## src/hw/rtl/tccs_pkg.sv

```systemverilog
// ----------------------------------------------------------------------------
// tccs_pkg
// types and constants shared by the text console blocks
// ----------------------------------------------------------------------------
package tccs_pkg;

	localparam int MODE_W     = 3;
	localparam int CHAR_W     = 8;
	localparam int MS_W       = 10;
	localparam int POS_W      = 11;
	localparam int PH_W       = 2;
	localparam int CELL_W     = 16;
	localparam int TMR_W      = 13;
	localparam int PER_W      = 12;
	localparam int CFG_IDX_W  = 1;
	localparam int CFG_DATA_W = 12;

	// command codes
	localparam logic [MODE_W-1:0] MODE_PUT   = 3'd0;
	localparam logic [MODE_W-1:0] MODE_TICK  = 3'd1;
	localparam logic [MODE_W-1:0] MODE_CLEAR = 3'd2;
	localparam logic [MODE_W-1:0] MODE_SETC  = 3'd3;
	localparam logic [MODE_W-1:0] MODE_READ  = 3'd4;
	localparam logic [MODE_W-1:0] MODE_BLINK = 3'd5;

	// character codes
	localparam logic [CHAR_W-1:0] CH_BS    = 8'd8;
	localparam logic [CHAR_W-1:0] CH_TAB   = 8'd9;
	localparam logic [CHAR_W-1:0] CH_NL    = 8'd10;
	localparam logic [CHAR_W-1:0] CH_SPACE = 8'h20;
	localparam logic [CHAR_W-1:0] CH_MARK  = 8'h23;
	localparam logic [CHAR_W-1:0] ATTR_MARK = 8'd7;

	// blink phase codes
	localparam logic [PH_W-1:0] PHASE_OFF   = 2'd0;
	localparam logic [PH_W-1:0] PHASE_BLANK = 2'd1;
	localparam logic [PH_W-1:0] PHASE_MARK  = 2'd2;

	// register indexes and reset values
	localparam logic [CFG_IDX_W-1:0] REG_TEXT_COLOR   = 1'b0;
	localparam logic [CFG_IDX_W-1:0] REG_BLINK_PERIOD = 1'b1;
	localparam logic [CHAR_W-1:0]    COLOR_RST  = 8'd7;
	localparam logic [PER_W-1:0]     PERIOD_RST = 12'd300;

	typedef struct packed {
		logic [MODE_W-1:0] mode;
		logic [CHAR_W-1:0] char_code;
		logic [MS_W-1:0]   elapsed_ms;
		logic [POS_W-1:0]  position;
		logic              blink_enable;
	} item_t;

	typedef struct packed {
		logic [CHAR_W-1:0] cell_char;
		logic [CHAR_W-1:0] cell_attr;
		logic [POS_W-1:0]  cursor_pos;
		logic [PH_W-1:0]   blink_state;
	} result_t;

	typedef enum logic [4:0] {
		ST_INIT,
		ST_IDLE,
		ST_DECODE,
		ST_PUT,
		ST_MARK,
		ST_BS,
		ST_NL,
		ST_NL_DIV,
		ST_SCR,
		ST_SCR_FIX,
		ST_TICK,
		ST_CLR,
		ST_CLR_END,
		ST_SETC,
		ST_RD,
		ST_RD_CAP,
		ST_BLINK,
		ST_DONE
	} state_t;

	typedef enum logic [2:0] {
		WD_TEXT,
		WD_MARK,
		WD_BLANK,
		WD_BLINK
	} wd_sel_t;

	typedef enum logic [2:0] {
		CUR_HOLD,
		CUR_INC,
		CUR_DEC,
		CUR_NL,
		CUR_UP,
		CUR_ZERO,
		CUR_SET
	} cur_op_t;

	typedef enum logic [1:0] {
		PHOP_HOLD,
		PHOP_ON,
		PHOP_EN
	} ph_op_t;

	typedef enum logic [1:0] {
		SW_INIT,
		SW_CLEAR,
		SW_SCROLL
	} sw_kind_t;

	typedef struct packed {
		logic     accept;
		logic     wr_en;
		wd_sel_t  wd_sel;
		cur_op_t  cur_op;
		ph_op_t   ph_op;
		logic     rem_load;
		logic     rem_sub;
		logic     sweep_step;
		sw_kind_t sw_kind;
		logic     rd_cell;
		logic     rd_cap;
		logic     tick;
	} ctl_cmd_t;

	typedef struct packed {
		logic [MODE_W-1:0] item_mode;
		logic [CHAR_W-1:0] item_char;
		logic              cur_zero;
		logic              cur_past;
		logic              rem_ge;
		logic              sweep_last;
	} dp_stat_t;

endpackage

```

## src/hw/rtl/tccs_ctrl.sv

```systemverilog
// ----------------------------------------------------------------------------
// tccs_ctrl
// command sequencer: decodes a transaction and steps the datapath through it
// ----------------------------------------------------------------------------
module tccs_ctrl
	import tccs_pkg::*;
(
	input  logic     clk,
	input  logic     arst_n,
	input  logic     start,
	output logic     busy,
	output logic     done,
	output ctl_cmd_t cmd,
	input  dp_stat_t stat
);

	state_t state_q, state_d;
	logic   tab_q, tab_d;

	always_ff @(posedge clk or negedge arst_n) begin
		if (!arst_n) begin
			state_q <= ST_INIT;
			tab_q   <= 1'b0;
		end else begin
			state_q <= state_d;
			tab_q   <= tab_d;
		end
	end

	always_comb begin
		state_d = state_q;
		tab_d   = tab_q;
		cmd     = '0;
		busy    = 1'b1;
		done    = 1'b0;
		unique case (state_q)
			ST_INIT: begin
				cmd.sweep_step = 1'b1;
				cmd.sw_kind    = SW_INIT;
				if (stat.sweep_last) state_d = ST_IDLE;
			end
			ST_IDLE: begin
				busy  = 1'b0;
				tab_d = 1'b0;
				if (start) begin
					cmd.accept = 1'b1;
					state_d    = ST_DECODE;
				end
			end
			ST_DECODE: begin
				unique case (stat.item_mode)
					MODE_PUT: begin
						if (stat.item_char == CH_BS) begin
							state_d = stat.cur_zero ? ST_DONE : ST_BS;
						end else if (stat.item_char == CH_NL) begin
							state_d = ST_NL;
						end else begin
							tab_d   = (stat.item_char == CH_TAB);
							state_d = ST_PUT;
						end
					end
					MODE_TICK:  state_d = ST_TICK;
					MODE_CLEAR: state_d = ST_CLR;
					MODE_SETC:  state_d = ST_SETC;
					MODE_READ:  state_d = ST_RD;
					MODE_BLINK: state_d = ST_BLINK;
					default:    state_d = ST_DONE;
				endcase
			end
			ST_PUT: begin
				cmd.wr_en  = 1'b1;
				cmd.wd_sel = WD_TEXT;
				cmd.cur_op = CUR_INC;
				state_d    = ST_MARK;
			end
			ST_MARK: begin
				cmd.wr_en  = 1'b1;
				cmd.wd_sel = WD_MARK;
				cmd.ph_op  = PHOP_ON;
				if (stat.cur_past) begin
					state_d = ST_SCR;
				end else if (tab_q) begin
					tab_d   = 1'b0;
					state_d = ST_PUT;
				end else begin
					state_d = ST_DONE;
				end
			end
			ST_BS: begin
				cmd.wr_en  = 1'b1;
				cmd.wd_sel = WD_BLANK;
				cmd.cur_op = CUR_DEC;
				state_d    = ST_MARK;
			end
			ST_NL: begin
				cmd.wr_en    = 1'b1;
				cmd.wd_sel   = WD_BLANK;
				cmd.rem_load = 1'b1;
				state_d      = ST_NL_DIV;
			end
			ST_NL_DIV: begin
				if (stat.rem_ge) begin
					cmd.rem_sub = 1'b1;
				end else begin
					cmd.cur_op = CUR_NL;
					state_d    = ST_MARK;
				end
			end
			ST_SCR: begin
				cmd.sweep_step = 1'b1;
				cmd.sw_kind    = SW_SCROLL;
				if (stat.sweep_last) state_d = ST_SCR_FIX;
			end
			ST_SCR_FIX: begin
				cmd.cur_op = CUR_UP;
				state_d    = ST_MARK;
			end
			ST_TICK: begin
				cmd.tick = 1'b1;
				state_d  = ST_DONE;
			end
			ST_CLR: begin
				cmd.sweep_step = 1'b1;
				cmd.sw_kind    = SW_CLEAR;
				if (stat.sweep_last) state_d = ST_CLR_END;
			end
			ST_CLR_END: begin
				cmd.cur_op = CUR_ZERO;
				state_d    = ST_DONE;
			end
			ST_SETC: begin
				cmd.cur_op = CUR_SET;
				state_d    = ST_DONE;
			end
			ST_RD: begin
				cmd.rd_cell = 1'b1;
				state_d     = ST_RD_CAP;
			end
			ST_RD_CAP: begin
				cmd.rd_cap = 1'b1;
				state_d    = ST_DONE;
			end
			ST_BLINK: begin
				cmd.wr_en  = 1'b1;
				cmd.wd_sel = WD_BLINK;
				cmd.ph_op  = PHOP_EN;
				state_d    = ST_DONE;
			end
			ST_DONE: begin
				done    = 1'b1;
				state_d = ST_IDLE;
			end
			default: state_d = ST_IDLE;
		endcase
	end

endmodule

```

## config.mk

```make
export PLATFORM = sky130hd
export DESIGN_NAME = tccs_ctrl
export DESIGN_NICKNAME = d
export VERILOG_FILES = /design/src/hw/rtl/tccs_pkg.sv /design/src/hw/rtl/tccs_ctrl.sv
export SDC_FILE = /design/constraint.sdc
export NUM_CORES = 1
export LEC_CHECK = 0
export BUFFER_PORTS_ARGS = -buffer_cell sky130_fd_sc_hd__buf_4
export CAP_MARGIN = 10
export CORE_ASPECT_RATIO = 1.25
export CORE_MARGIN = 10
export CORE_UTILIZATION = 40
export CTS_CLUSTER_DIAMETER = 60
export DETAILED_ROUTE_END_ITERATION = 8
export HOLD_SLACK_MARGIN = 0.03
export PLACE_DENSITY = 0.78
export SLEW_MARGIN = 20
export SYNTH_ARGS = -nofsm -noshare
export SYNTH_HDL_FRONTEND = slang
export SYNTH_SLANG_ARGS = --single-unit
```

## constraint.sdc

```tcl
create_clock -name clk -period 2.5 [get_ports clk]
set_input_delay 0.375 -clock clk [delete_from_list [all_inputs] [get_ports clk]]
set_output_delay 0.375 -clock clk [all_outputs]
set_load 0.05 [all_outputs]
```

==> summary.md <==
| Metric | Value |
|---|---|
| Port bufs | 36 |
| Sw frac | 0.588 |
| Critical Path Max Stage Delay | 560 ps |
| Vias/cell | 6.06 |
| Final count of negative-setup-slack endpoints | 0 |
| Setup TNS | 0 ps |
| Diodes inserted | 0 |
| Main synth FF type | dfrtp_1 |
| Die Height | 72.0 um |
| Starting density of the core | 0.427 |
| Share of the synthesized area in the top cell type | 0.174 |
| Critical Path Slowest Stage Cell | dfrtp_1 |
| First-pass GRT wire length | 4860 um |
| Max Cap Violations | 0 |
| Capturing point of the worst reg2reg path | state_q[1] |
| Slew Viols, Final | 0 |
| Top cell type by total area after synthesis | dfrtp_1 |
| Top post-synthesis cells by area | dfrtp_1 17%, nand2b_1 8.0%, nor2_1 6.9%, a21oi_1 5.8%, o21ai_0 5.8% |
| Fraction of layout cells with a size suffix above 1 | 0.341 |
| GRT Util Overall | 0.138 |
| CTS HTree Levels | 1 |
| Clk pwr share | 0.066 |
| Netlist Area Pre-Place | 865 sq um |
| Syn_nets | 147 |
| CP dominant cell by count | buf_4 |
| Final Wtd Congestion | 0.868 |
| Power density of the placed cells | 1250 nW/um^2 |
| Comb power frac | 0.774 |
| CTS root buf | clkbuf_4 |
| Layout Utilization | 0.595 |
| Worst Tran Pin Value | 590 ps |
| RSZ-0062 raised after global routing | no |
| Crit-path cells | buf_4 -> or3b_2 -> nor2_1 -> buf_4 |
| Clock Latency Late Sink | 270 ps |
| EDFF count, synth | 0 |
| R2r startpoint | state_q[0] |
| TritonCTS Buffers | 3 |
| Total global routing overflow | 0 |
| Worst-path maximum fanout | 13 |
| Count leader, synth | nor2_1 |
| FF-to-FF setup slack | 450 ps |
| Die area | 4430 sq um |
| Worst Setup SP | state_q[3] |
| Final Hold Fails | 0 |
| Post-route ant nets | 0 |
| Fin crit period | 2320 ps |
| WHS | 392 ps |
| Post-Route WL | 2840 um |
| Slew Limit Headroom | 0.607 |
| TritonCTS clock tree | yes |
| Final net count | 184 |
| Sequential share of the synthesized area | 0.174 |
| Area growth, synth to finish | 39.5% |
| Sequential power share | 0.160 |
| Worst hold path class | input pin to flop |
| Syn Inst Count | 129 |
| Post-route DRC | 0 |
| P_leak | 0.000538 uW |
| Drt wl/cell | 15.4 um |
| Sw Pwr | 888 uW |
| Vias | 1,115 |
| Peak supply drop | 0.581 mV |
| Outcome | finished clean |
| Fmax | 432 MHz |
| Fin crit share | 0.926 |
| Dpl hpwl | 2280 um |
| DP Cell Count | 180 |
| Num rows | 18 |
| DRT Pass-1 Iters | 4 |
| IO Pins | 38 |
| P_int | 622 uW |
| Yosys warns | 0 |
| Async S/R FF share, synth | 1.00 |
| Hold_buf cts | 1 |
| Post-CTS sizing | 0 |
| CP endpoint | cmd[0] |
| Die X-Extent | 61.6 um |
| Largest buffer count on any clock path | 2 |
| Worst Reg2Reg Path Length in Cells | 5 |
| Largest net degree at the start of global routing | 17 |
| Average instance area after synthesis | 6.70 sq um |
| 1st-iter DRT viols | 50 |
| Data arrival, critical path | 1940 ps |
| Overall Power | 1510 uW |
| Commonest cells in the netlist | 16 x nor2_1, 11 x nand2b_1, 10 x a21oi_1, 10 x o21ai_0, 9 x nand2_1 |
| CP endpoint kind | output pin |
| Crit path kind | flop to output pin |
| Clock sinks | 6 |
| Required time of the critical path | 2120 ps |
| Post-CTS Setup Repair Bufs | 0 |
| Initial antenna violation count | 0 |
| Startpoint types | flop |
| Register bit count reported by yosys | 6 |
| Fin cells | 184 |
| Clock skew | 14.0 ps |
| Unique masters post-synth | 40 |
| Clock slew at reported path FFs | 50 ps |
| Core area | 2030 sq um |
| Vias in the first global route | 1,071 |
==> power by group through the flow <==
stage | logic (uW) | registers, uW | clock network [uW]
final | 1170 | 242 | 99.2
after global routing | 1280 | 257 | 106
after CTS | 1170 | 240 | 100
after detailed placement | 1170 | 241 | 0
after global placement | 1140 | 241 | 0
after floorplan | 930 | 157 | 0
==> stage by stage <==
stage	cell area [sq um]	setup WS [ps]
2_1_floorplan	886	63.1
3_3_place_gp	1170	182
3_5_place_dp	1170	158
4_1_cts	1210	186
5_1_grt	1210	39.7
6_report	1210	184
==> worst max-delay path, delay by kind of cell (launching register included) <==
kind | cells | cell delay (ps)
DFF | 1 | 560
buffers and inverters | 2 | 470
and+or+nand+nor | 2 | 650
==> metal layers <==
layer	share of wire	up-vias	wire length, um	global-route usage
met2	0.47	50	1330	0.232
met5	0	-	0	0
met4	0.026	0	73	0.0821
li1	-	545	-	-
met1	0.41	514	1170	0.148
met3	0.093	6	264	0.0331
==> cell usage in the layout, fill, tap and decap left out, types with 2 or more instances in the layout <==
cell type  count
buf_4         42
o31ai_1        2
nor3_2         3
a21oi_1       10
and2_1         3
a211oi_1       2
nor2_1        16
clkbuf_4       3
nor4_1         2
inv_1          4
nand3b_1       3
o21ai_0       10
nand2_1        9
nor2b_1        3
nor3_1         5
nand2b_1      11
dfrtp_1        6
o21ai_1        2
and3_1         3
a221oi_1       2
a31oi_1        3
==> worst min-delay path by stage <==
stage / end / cells after the start / start
after floorplan: state_q[0] / 0 / arst_n
after global placement: state_q[3] / 1 / arst_n
after CTS: tab_q / 3 / stat[4]
after detailed placement: state_q[2] / 1 / arst_n
final: tab_q / 3 / stat[4]
after global routing: tab_q / 3 / stat[4]
==> flip-flops by register name, summed over array words and instances (netlist names) <==
signal and flops:
tab_q 1, state_q 5
==> layout make-up <==
type | count | area, sq um
Inverter | 4 | 15.0
Fill cell | 200 | 821
Clock buffer | 3 | 22.5
Tap cell | 20 | 25.0
Timing Repair Buffer | 43 | 325
Multi-Input combinational cell | 108 | 668
Sequential cell | 6 | 150
==> logic make-up after synthesis <==
family                 synth area share
buffers and inverters            0.0781
other                           0.00434
and+or+nand+nor                   0.424
DFF                               0.174
muxes                            0.0304
AOI/OAI and AO/OA                 0.289
Power figures use the tool's default switching activity.
